## config.mk

```make
export PLATFORM = sky130hd
export DESIGN_NAME = utf8_to_utf16_decoder_unit
export DESIGN_NICKNAME = d
export VERILOG_FILES = /design/src/u8u16_pkg.sv /design/src/utf8_to_utf16_decoder_unit.sv
export SDC_FILE = /design/constraint.sdc
export NUM_CORES = 1
export LEC_CHECK = 0
export BUFFER_PORTS_ARGS = -buffer_cell sky130_fd_sc_hd__buf_2
export CAP_MARGIN = 20
export CORE_ASPECT_RATIO = 1.25
export CORE_MARGIN = 10
export CORE_UTILIZATION = 33
export CTS_CLUSTER_SIZE = 8
export DETAILED_ROUTE_END_ITERATION = 7
export GPL_ROUTABILITY_DRIVEN = 0
export PLACE_DENSITY_LB_ADDON = 0.1
export SYNTH_ARGS = -nofsm -noshare
export SYNTH_HDL_FRONTEND = slang
export SYNTH_SLANG_ARGS = --single-unit
```

## constraint.sdc

```tcl
create_clock -name clk -period 3.4 [get_ports clk]
set_input_delay 0.85 -clock clk [delete_from_list [all_inputs] [get_ports clk]]
set_output_delay 0.85 -clock clk [all_outputs]
set_load 0.1 [all_outputs]
```

## src/u8u16_pkg.sv

```systemverilog
// ----------------------------------------------------------------------------
// u8u16_pkg
// Shared types and constants for the UTF-8 to UTF-16 decoder unit.
// ----------------------------------------------------------------------------
`default_nettype none

package u8u16_pkg;

    localparam int unsigned BYTE_W   = 8;
    localparam int unsigned CP_W     = 21;
    localparam int unsigned UNIT_W   = 16;
    localparam int unsigned COUNT_W  = 2;
    localparam int unsigned STATUS_W = 2;
    localparam int unsigned PEND_W   = 2;

    localparam logic [CP_W-1:0]   MAX_SCALAR     = 21'h10FFFF;
    localparam logic [CP_W-1:0]   SUPPLEMENTARY  = 21'h010000;
    localparam logic [UNIT_W-1:0] HIGH_SURROGATE = 16'hD800;
    localparam logic [UNIT_W-1:0] LOW_SURROGATE  = 16'hDC00;

    typedef enum logic [STATUS_W-1:0] {
        STATUS_OK         = 2'd0,
        STATUS_BAD_LEAD   = 2'd1,
        STATUS_MISSING    = 2'd2,
        STATUS_OUT_RANGE  = 2'd3
    } status_t;

    typedef enum logic [COUNT_W-1:0] {
        UNITS_NONE = 2'd0,
        UNITS_ONE  = 2'd1,
        UNITS_TWO  = 2'd2
    } unit_count_t;

    typedef struct packed {
        logic [CP_W-1:0]     code_point;
        logic [UNIT_W-1:0]   first;
        logic [UNIT_W-1:0]   second;
        unit_count_t         count;
        status_t             status;
    } result_t;

endpackage

`default_nettype wire

```

## src/utf8_to_utf16_decoder_unit.sv

```systemverilog
// ----------------------------------------------------------------------------
// utf8_to_utf16_decoder_unit
// Streaming UTF-8 decoder that yields code points and their UTF-16 form.
// ----------------------------------------------------------------------------
// The input channel (in_valid, in_ready, in_byte) takes one UTF-8 byte per
// word. The output channel (out_valid, out_ready and the result ports) gives
// one word for every completed character and one for every malformed byte.
// A lead byte or an inner continuation byte gives no output word.
// Each byte is first held in an input register; the decode of that byte
// against the open character writes the result register when the output
// can advance, so a result passes the input and then the result register.
// The unit accepts one byte per cycle as long as the receiver keeps up.
// When the receiver stalls, the result register holds its word and one more
// byte may wait in the input register; after that in_ready falls until the
// result is taken. Reset clears both valid flags and closes any open
// character.
// ----------------------------------------------------------------------------
`default_nettype none

module utf8_to_utf16_decoder_unit (
    input  wire logic                               clk,
    input  wire logic                               rst_n,
    input  wire logic                               in_valid,
    output logic                                    in_ready,
    input  wire logic [u8u16_pkg::BYTE_W-1:0]       in_byte,
    output logic                                    out_valid,
    input  wire logic                               out_ready,
    output logic [u8u16_pkg::CP_W-1:0]              code_point,
    output logic [u8u16_pkg::UNIT_W-1:0]            utf16_first,
    output logic [u8u16_pkg::UNIT_W-1:0]            utf16_second,
    output logic [u8u16_pkg::COUNT_W-1:0]           utf16_count,
    output logic [u8u16_pkg::STATUS_W-1:0]          status
);

    import u8u16_pkg::*;

    logic                   byte_valid_reg;
    logic [BYTE_W-1:0]      byte_reg;
    logic                   out_valid_reg;
    result_t                result_reg;
    result_t                result_next;
    logic [PEND_W-1:0]      pending_reg;
    logic [PEND_W-1:0]      pending_next;
    logic [CP_W-1:0]        gathered_reg;
    logic [CP_W-1:0]        gathered_next;

    logic                   advance;
    logic                   emit;
    logic                   emit_char;
    logic                   is_cont;
    logic [CP_W-1:0]        char_value;
    logic [CP_W-1:0]        shifted;
    logic [PEND_W-1:0]      pending_dec;
    logic [CP_W-1:0]        offset_value;

    assign advance  = !out_valid_reg || out_ready;
    assign in_ready = !byte_valid_reg || advance;

    assign is_cont      = (byte_reg[7:6] == 2'b10);
    assign shifted      = {gathered_reg[CP_W-7:0], byte_reg[5:0]};
    assign pending_dec  = pending_reg - 2'd1;

    always_comb
    begin
        pending_next  = pending_reg;
        gathered_next = gathered_reg;
        emit          = 1'b0;
        emit_char     = 1'b0;
        char_value    = '0;
        result_next   = '{code_point: '0, first: '0, second: '0,
                          count: UNITS_NONE, status: STATUS_OK};

        if (pending_reg != '0)
        begin
            if (!is_cont)
            begin
                pending_next       = '0;
                gathered_next      = '0;
                emit               = 1'b1;
                result_next.status = STATUS_MISSING;
            end
            else
            begin
                pending_next = pending_dec;
                if (pending_dec == '0)
                begin
                    gathered_next = '0;
                    emit          = 1'b1;
                    emit_char     = 1'b1;
                    char_value    = shifted;
                end
                else
                begin
                    gathered_next = shifted;
                end
            end
        end
        else if (byte_reg[7] == 1'b0)
        begin
            emit       = 1'b1;
            emit_char  = 1'b1;
            char_value = {{(CP_W-BYTE_W){1'b0}}, byte_reg};
        end
        else if (byte_reg[7:5] == 3'b110)
        begin
            pending_next  = 2'd1;
            gathered_next = {{(CP_W-5){1'b0}}, byte_reg[4:0]};
        end
        else if (byte_reg[7:4] == 4'b1110)
        begin
            pending_next  = 2'd2;
            gathered_next = {{(CP_W-4){1'b0}}, byte_reg[3:0]};
        end
        else if (byte_reg[7:3] == 5'b11110)
        begin
            pending_next  = 2'd3;
            gathered_next = {{(CP_W-3){1'b0}}, byte_reg[2:0]};
        end
        else
        begin
            gathered_next      = '0;
            emit               = 1'b1;
            result_next.status = STATUS_BAD_LEAD;
        end

        offset_value = char_value - SUPPLEMENTARY;

        if (emit_char)
        begin
            if (char_value > MAX_SCALAR)
            begin
                result_next.status = STATUS_OUT_RANGE;
            end
            else if (char_value >= SUPPLEMENTARY)
            begin
                result_next.code_point = char_value;
                result_next.first  = HIGH_SURROGATE | {6'd0, offset_value[19:10]};
                result_next.second = LOW_SURROGATE | {6'd0, offset_value[9:0]};
                result_next.count  = UNITS_TWO;
            end
            else
            begin
                result_next.code_point = char_value;
                result_next.first      = char_value[UNIT_W-1:0];
                result_next.count      = UNITS_ONE;
            end
        end
    end

    always_ff @(posedge clk or negedge rst_n)
    begin
        if (!rst_n)
        begin
            byte_valid_reg <= 1'b0;
            out_valid_reg  <= 1'b0;
            pending_reg    <= '0;
            gathered_reg   <= '0;
        end
        else
        begin
            if (in_ready)
            begin
                byte_valid_reg <= in_valid;
            end
            if (advance)
            begin
                out_valid_reg <= byte_valid_reg && emit;
                if (byte_valid_reg)
                begin
                    pending_reg  <= pending_next;
                    gathered_reg <= gathered_next;
                end
            end
        end
    end

    always_ff @(posedge clk)
    begin
        if (in_ready && in_valid)
        begin
            byte_reg <= in_byte;
        end
        if (advance && byte_valid_reg && emit)
        begin
            result_reg <= result_next;
        end
    end

    assign out_valid    = out_valid_reg;
    assign code_point   = result_reg.code_point;
    assign utf16_first  = result_reg.first;
    assign utf16_second = result_reg.second;
    assign utf16_count  = result_reg.count;
    assign status       = result_reg.status;

endmodule

`default_nettype wire
```

Word-level counts from Yosys, hierarchy flattened
Cells that the tools add are included.
{ "word_totals": {"reg_bits": 84, "input_bits": 12, "out_inout_bits": 59, "word_cells": 77} }
{ "classes": {"add_sub_neg": 2, "magnitude_cmp": 2, "n_eq_ne": 4, "n_mux": 38, "n_bitwise": 2, "n_reduce_logical": 17} }
{ "op_table": {"columns": ["cell", "n"], "rows": [
  ["2-to-1 mux 21 bit", 3],
  ["2-to-1 mux 15 bit", 4],
  ["2-to-1 mux 16 bit", 2],
  ["2-to-1 mux 2 bit", 11],
  [">= comparator 21 x 17 -> 1 bit, second input constant", 1],
  ["> comparator 21 bit, second input constant", 1],
  ["subtractor 20 x 17 -> 20 bit, second input constant", 1],
  ["2-to-1 mux 1 bit", 14],
  ["2-to-1 mux 7 bit", 1],
  ["OR reduction 3 bit", 2],
  ["equality test 5 bit, second input constant", 1],
  ["2-to-1 mux 5 bit", 1],
  ["equality test 4 bit, second input constant", 1],
  ["logical AND 1 bit", 4],
  ["2-to-1 mux 4 bit", 1],
  ["AND reduction 4 bit", 1],
  ["nonzero test 2 bit", 2],
  ["nonzero test 4 bit", 1],
  ["equality test 3 bit, second input constant", 1],
  ["2-to-1 mux 3 bit", 1],
  ["AND reduction 3 bit", 1],
  ["equality test 2 bit, second input constant", 1],
  ["zero test 1 bit", 2],
  ["zero test 2 bit", 1],
  ["4 further kinds", 6]
]} }

Depth between registers and ports, before layout
{ "logic_depth": {"depth_word": 8, "depth_mapped": 12, "mapped_depth_nobuf": 9} }

Worst setup path after synthesis
OpenSTA, ideal clock, no wires.
{ "synth_path": {"kind": "flip-flop to flip-flop", "startpoint": "register pending_reg[0]", "endpoint": "register result_reg, in the netlist code_point[0], enable pin", "setup_time_ns": 0.405, "t_arrival_ns": 2.411, "t_required_ns": 2.995, "setup_slack_ns": 0.583, "stages_incl_launch_ff": 8, "n_path_buf": 1, "period_less_slack_ns": 2.817, "path_cell_list": "dfrtp_1 -> inv_1 -> ha_1 -> clkbuf_1 -> nor3_1 -> o21ai_0 -> nand3_1 -> inv_1"} }
{ "synth_between": {"elab_chain_len": 6, "word_cells_on_any_way": 7, "classes_between": "add/sub (1); mux (3); reduce/logical (3)"} }
{ "synth_lines": {"columns": ["element", "line_no", "source"], "rows": [
  ["start, declared", "utf8_to_utf16_decoder_unit.sv:42", "logic [PEND_W-1:0] pending_reg;"],
  ["start signal, assigned", "utf8_to_utf16_decoder_unit.sv:170", "pending_reg <= pending_next;"],
  ["subtractor 2 x 1 -> 2 bit", "utf8_to_utf16_decoder_unit.sv:61", "assign pending_dec = pending_reg - 2'd1;"],
  ["zero test 2 bit", "utf8_to_utf16_decoder_unit.sv:85", "if (pending_dec == '0)"],
  ["2-to-1 mux 1 bit", "utf8_to_utf16_decoder_unit.sv:85", null],
  ["2-to-1 mux 1 bit", "utf8_to_utf16_decoder_unit.sv:75", "if (!is_cont)"],
  ["2-to-1 mux 1 bit *", "utf8_to_utf16_decoder_unit.sv:73", "if (pending_reg != '0)"],
  ["logical AND 1 bit *", "utf8_to_utf16_decoder_unit.sv:183", "if (advance && byte_valid_reg && emit)"],
  ["end signal, assigned", "utf8_to_utf16_decoder_unit.sv:185", "result_reg <= result_next;"],
  ["end, declared", "utf8_to_utf16_decoder_unit.sv:40", "result_t result_reg;"]
]} }
Every way passes the cells marked *; elsewhere a longest branch is shown, timed or not.
A chain may end at the register's enable or synchronous reset.

Worst setup path in the final report
{ "layout_path": {"startpoint": "register pending_reg[0]", "endpoint": "register result_reg, in the netlist utf16_first[9], data pin"} }
{ "layout_between": {"elab_chain_len": 7, "word_cells_on_any_way": 15, "classes_between": "add/sub (2); order compare (2); mux (7); bitwise (1); reduce/logical (3)"} }
{ "layout_lines": {"columns": ["element", "line_no", "source"], "rows": [
  ["subtractor 2 x 1 -> 2 bit", "utf8_to_utf16_decoder_unit.sv:61", null],
  ["zero test 2 bit", "utf8_to_utf16_decoder_unit.sv:85", null],
  ["2-to-1 mux 21 bit or 2-to-1 mux 1 bit (tied branches)", "utf8_to_utf16_decoder_unit.sv:85", null],
  ["2-to-1 mux 21 bit or 2-to-1 mux 1 bit (tied branches)", "utf8_to_utf16_decoder_unit.sv:75", null],
  ["2-to-1 mux 21 bit or 2-to-1 mux 1 bit (tied branches)", "utf8_to_utf16_decoder_unit.sv:73", null],
  ["subtractor 20 x 17 -> 20 bit, or another cell as far along", "utf8_to_utf16_decoder_unit.sv:126", "offset_value = char_value - SUPPLEMENTARY;"],
  ["2-to-1 mux 16 bit or OR reduction 2 bit (tied branches)", null, null]
]} }
Parallel ways exist; a longest one is shown, timed or not.

==> flow_summary.json <==
{
  "start_util_pct": 33.37,
  "post_dp_cell_area_sq_um": 3969,
  "grt_first_pass_wirelength_microns": 13810,
  "r2r_setup_slack_ns": 0.44,
  "fmax_mhz": 337.7,
  "timing_worst_setup_path_type": "flip-flop to flip-flop",
  "cp.required_ns": 3.54,
  "cp.arrival_ns": 3.10,
  "antenna_cells": 0,
  "dp_hpwl_microns": 6405,
  "relSlewSlack_pct": 57.01,
  "rr_endpoint": "utf16_first[9]",
  "synth_top_cell_by_area": "edfxtp_1",
  "power.switching_w": 0.001875,
  "multi_input_area_sq_um": 1125,
  "rows": 42,
  "nets": 367,
  "drt_pass1_iterations": 4,
  "clockPowerShare_pct": 27.9,
  "vias": 2437,
  "dieArea_sq_um": 15180,
  "tightest_slew_ns": 0.6448,
  "min_period_over_period_pct": 87.10,
  "leakage_nw": 1.818,
  "clock-skew-final_ns": 0.004952,
  "design_area_sq_um": 4335,
  "cp_cell_sequence": "inv_1 > ha_1 > and4bb_1 > nand2_1 > ha_1 > inv_1 > or4_4 > a22o_1 > a221oi_1",
  "rsz0062_at_grt": "no",
  "setup_violations": 0,
  "drt_iter0_drc": 90,
  "first_global_vias": 2532,
  "postCtsResizedCells": 0,
  "insertion_delay_ns": 0.34,
  "drt-total-wl_microns": 8745,
  "dieHeight_microns": 135.3,
  "io_buffers": 69,
  "core_sq_um": 10510,
  "numCtsBuffers": 9,
  "overflow": 0,
  "nFillCells": 1013,
  "hold_buffers": 0,
  "antenna_found_initial": 0,
  "synth_top_area_share_pct": 50.52,
  "largest_reg_flops": 21,
  "setup_tns_ns": 0,
  "area_growth_pct": 23.62,
  "max_stage_delay_ns": 0.56,
  "hp-class": "primary input to async pin",
  "syn-num-nets": 296,
  "die_w_microns": 112.2,
  "clk_pin_slew_worst_paths_ns": 0.06,
  "critPathCaptureType": "flip-flop",
  "layout-drive-gt1-share_pct": 30.42,
  "synthCells": 279,
  "ir_drop_v": 0.0003112,
  "routed_via_density": 5.004,
  "synth.cell_area_sq_um": 3507,
  "ys_seq_elements": 78,
  "clockRootBuffer": "clkbuf_16",
  "post_synth_num_cell_types": 54,
  "synth.avg_cell_area_sq_um": 12.57,
  "final_common_cell": "buf_2",
  "drc_errors": 0,
  "ctsHtreeMaxLevel": 3,
  "yosysWarnings": 0,
  "p_seq_share_pct": 32.6,
  "worstReg2RegStart": "pending_reg[0]",
  "cts_tree": "built",
  "synth.area.top_cells": "edfxtp_1 (51%), dfrtp_1 (14%), nand2_1 (4.0%)",
  "reg2regPathDepth": 9,
  "io_pins": 71,
  "p_comb_share_pct": 39.4,
  "layout_min_cycle_time_ns": 2.962,
  "clkSinkCount": 78,
  "drv_slew": 0,
  "hold_ws_ns": 0.4572,
  "grt_max_degree": 27,
  "ant_nets": 0,
  "cpMaxStageDelayCell": "or4_4",
  "p_per_area_nw_per_um2": 963.5,
  "switching_share_pct": 44.90,
  "yosysSeqAreaShare_pct": 64.07,
  "wire_per_inst_microns": 17.96,
  "grt_use_total_pct": 11.54,
  "critPathMaxFanout": 15,
  "most-common-layout-cells": "buf_2 (69), edfxtp_1 (59), nand2_1 (37)",
  "hold_viol": 0,
  "clk_path_buf_depth": 2,
  "regArea_sq_um": 2247,
  "outcome": "completed",
  "cts_setup_buffers": 0,
  "startpoint_type": "flip-flop",
  "p_int_w": 0.002302,
  "max_cap_viol_count": 0
}
## worst max path at each step
| stage | startpoint | end | slack, ns | depth (start not counted) |
|---|---|---|---|---|
| 4_1_cts | pending_reg[0] | utf16_first[6] | 0.48 | 9 |
| 3_3_place_gp | pending_reg[0] | utf16_first[9] | 0.60 | 8 |
| 2_1_floorplan | pending_reg[0] | code_point[0] | 0.58 | 7 |
| 3_5_place_dp | pending_reg[0] | utf16_first[6] | 0.49 | 9 |
| 6_report | pending_reg[0] | utf16_first[9] | 0.44 | 9 |
| 5_1_grt | pending_reg[0] | utf16_first[9] | 0.23 | 9 |
## layer usage
layer / global-route usage, % / share of wire [%] / vias to the layer above
li1: - / - / 1169
met1: 13.27 / 43 / 1173
met2: 19.44 / 50 / 78
met3: 3.280 / 5.3 / 17
met4: 5.297 / 2.3 / 0
met5: 0 / 0 / -
## layout make-up
type	instances	share of cell area, %
timing repair buffer	77	9.351
inverter	7	0.6061
multi-input combinational	177	25.95
clock inverter	4	2.771
sequential	78	51.83
tap	132	3.810
clock buffer	12	5.685
## power by group through the flow
stage | clock network (W) | registers [W] | logic (W)
2_1_floorplan | 0 | 0.00229 | 0.000473
3_3_place_gp | 0 | 0.00138 | 0.00165
3_5_place_dp | 0 | 0.00138 | 0.00166
4_1_cts | 0.00119 | 0.00137 | 0.00166
5_1_grt | 0.00123 | 0.00138 | 0.00172
6_report | 0.00117 | 0.00136 | 0.00165
## cells in the mapped netlist, drive strengths merged
master   number
nand3        10
a41oi         1
nand3b        1
a31oi         4
nor3          6
o32ai         1
a21boi        1
buf          12
or3           1
o21ai        10
a31o          2
nor2b         4
a2bb2oi       1
nand2b        4
or2           2
nor2         12
nor4          3
conb          1
and4bb        2
or4           2
a21oi         9
dfrtp        19
and2         19
a22o         11
xnor2         1
nand2        37
a211oi        2
a221oi        1
nand4         3
ha            5
o22a          1
edfxtp       59
o311ai        1
and3          8
o2111ai       2
nand4bb       1
xor2          1
clkbuf        5
and4          2
a21o          1
o21a          2
inv           7
o31a          1
o41ai         1
## stage by stage
step / cells / worst slack (ns) / util, % / total power (W)
floorplan: 279 / 0.5835 / - / 0.002765
global placement: 471 / 0.5961 / 37.76 / 0.003036
detailed placement: 471 / 0.4933 / 37.76 / 0.003040
CTS: 487 / 0.4764 / 41.25 / 0.004215
global route: 487 / 0.2257 / 41.25 / 0.004335
finish: 487 / 0.4385 / 41.25 / 0.004177
## kinds of logic (layout without fill, tap and decap cells)
| logic type | Yosys count | after routing | synth area share [%] |
|---|---|---|---|
| DFF | 78 | 78 | 64.07 |
| buffers and inverters | 24 | 100 | 3.853 |
| AOI/OAI and AO/OA | 52 | 52 | 11.52 |
| xor gates and xnor gates | 2 | 2 | 0.4996 |
| and+or+nand+nor | 117 | 117 | 18.16 |
| other | 1 | 1 | 0.1069 |
| adders and majority gates | 5 | 5 | 1.784 |
## critical path: cells and delay by family (launching register included)
family          cells  cell delay (ns)
flops               1             0.40
simple gates        3             1.17
fa+ha+maj           2             0.35
buf+inv             2             0.13
compound gates      2             0.74
Power figures use the tool's default switching activity.
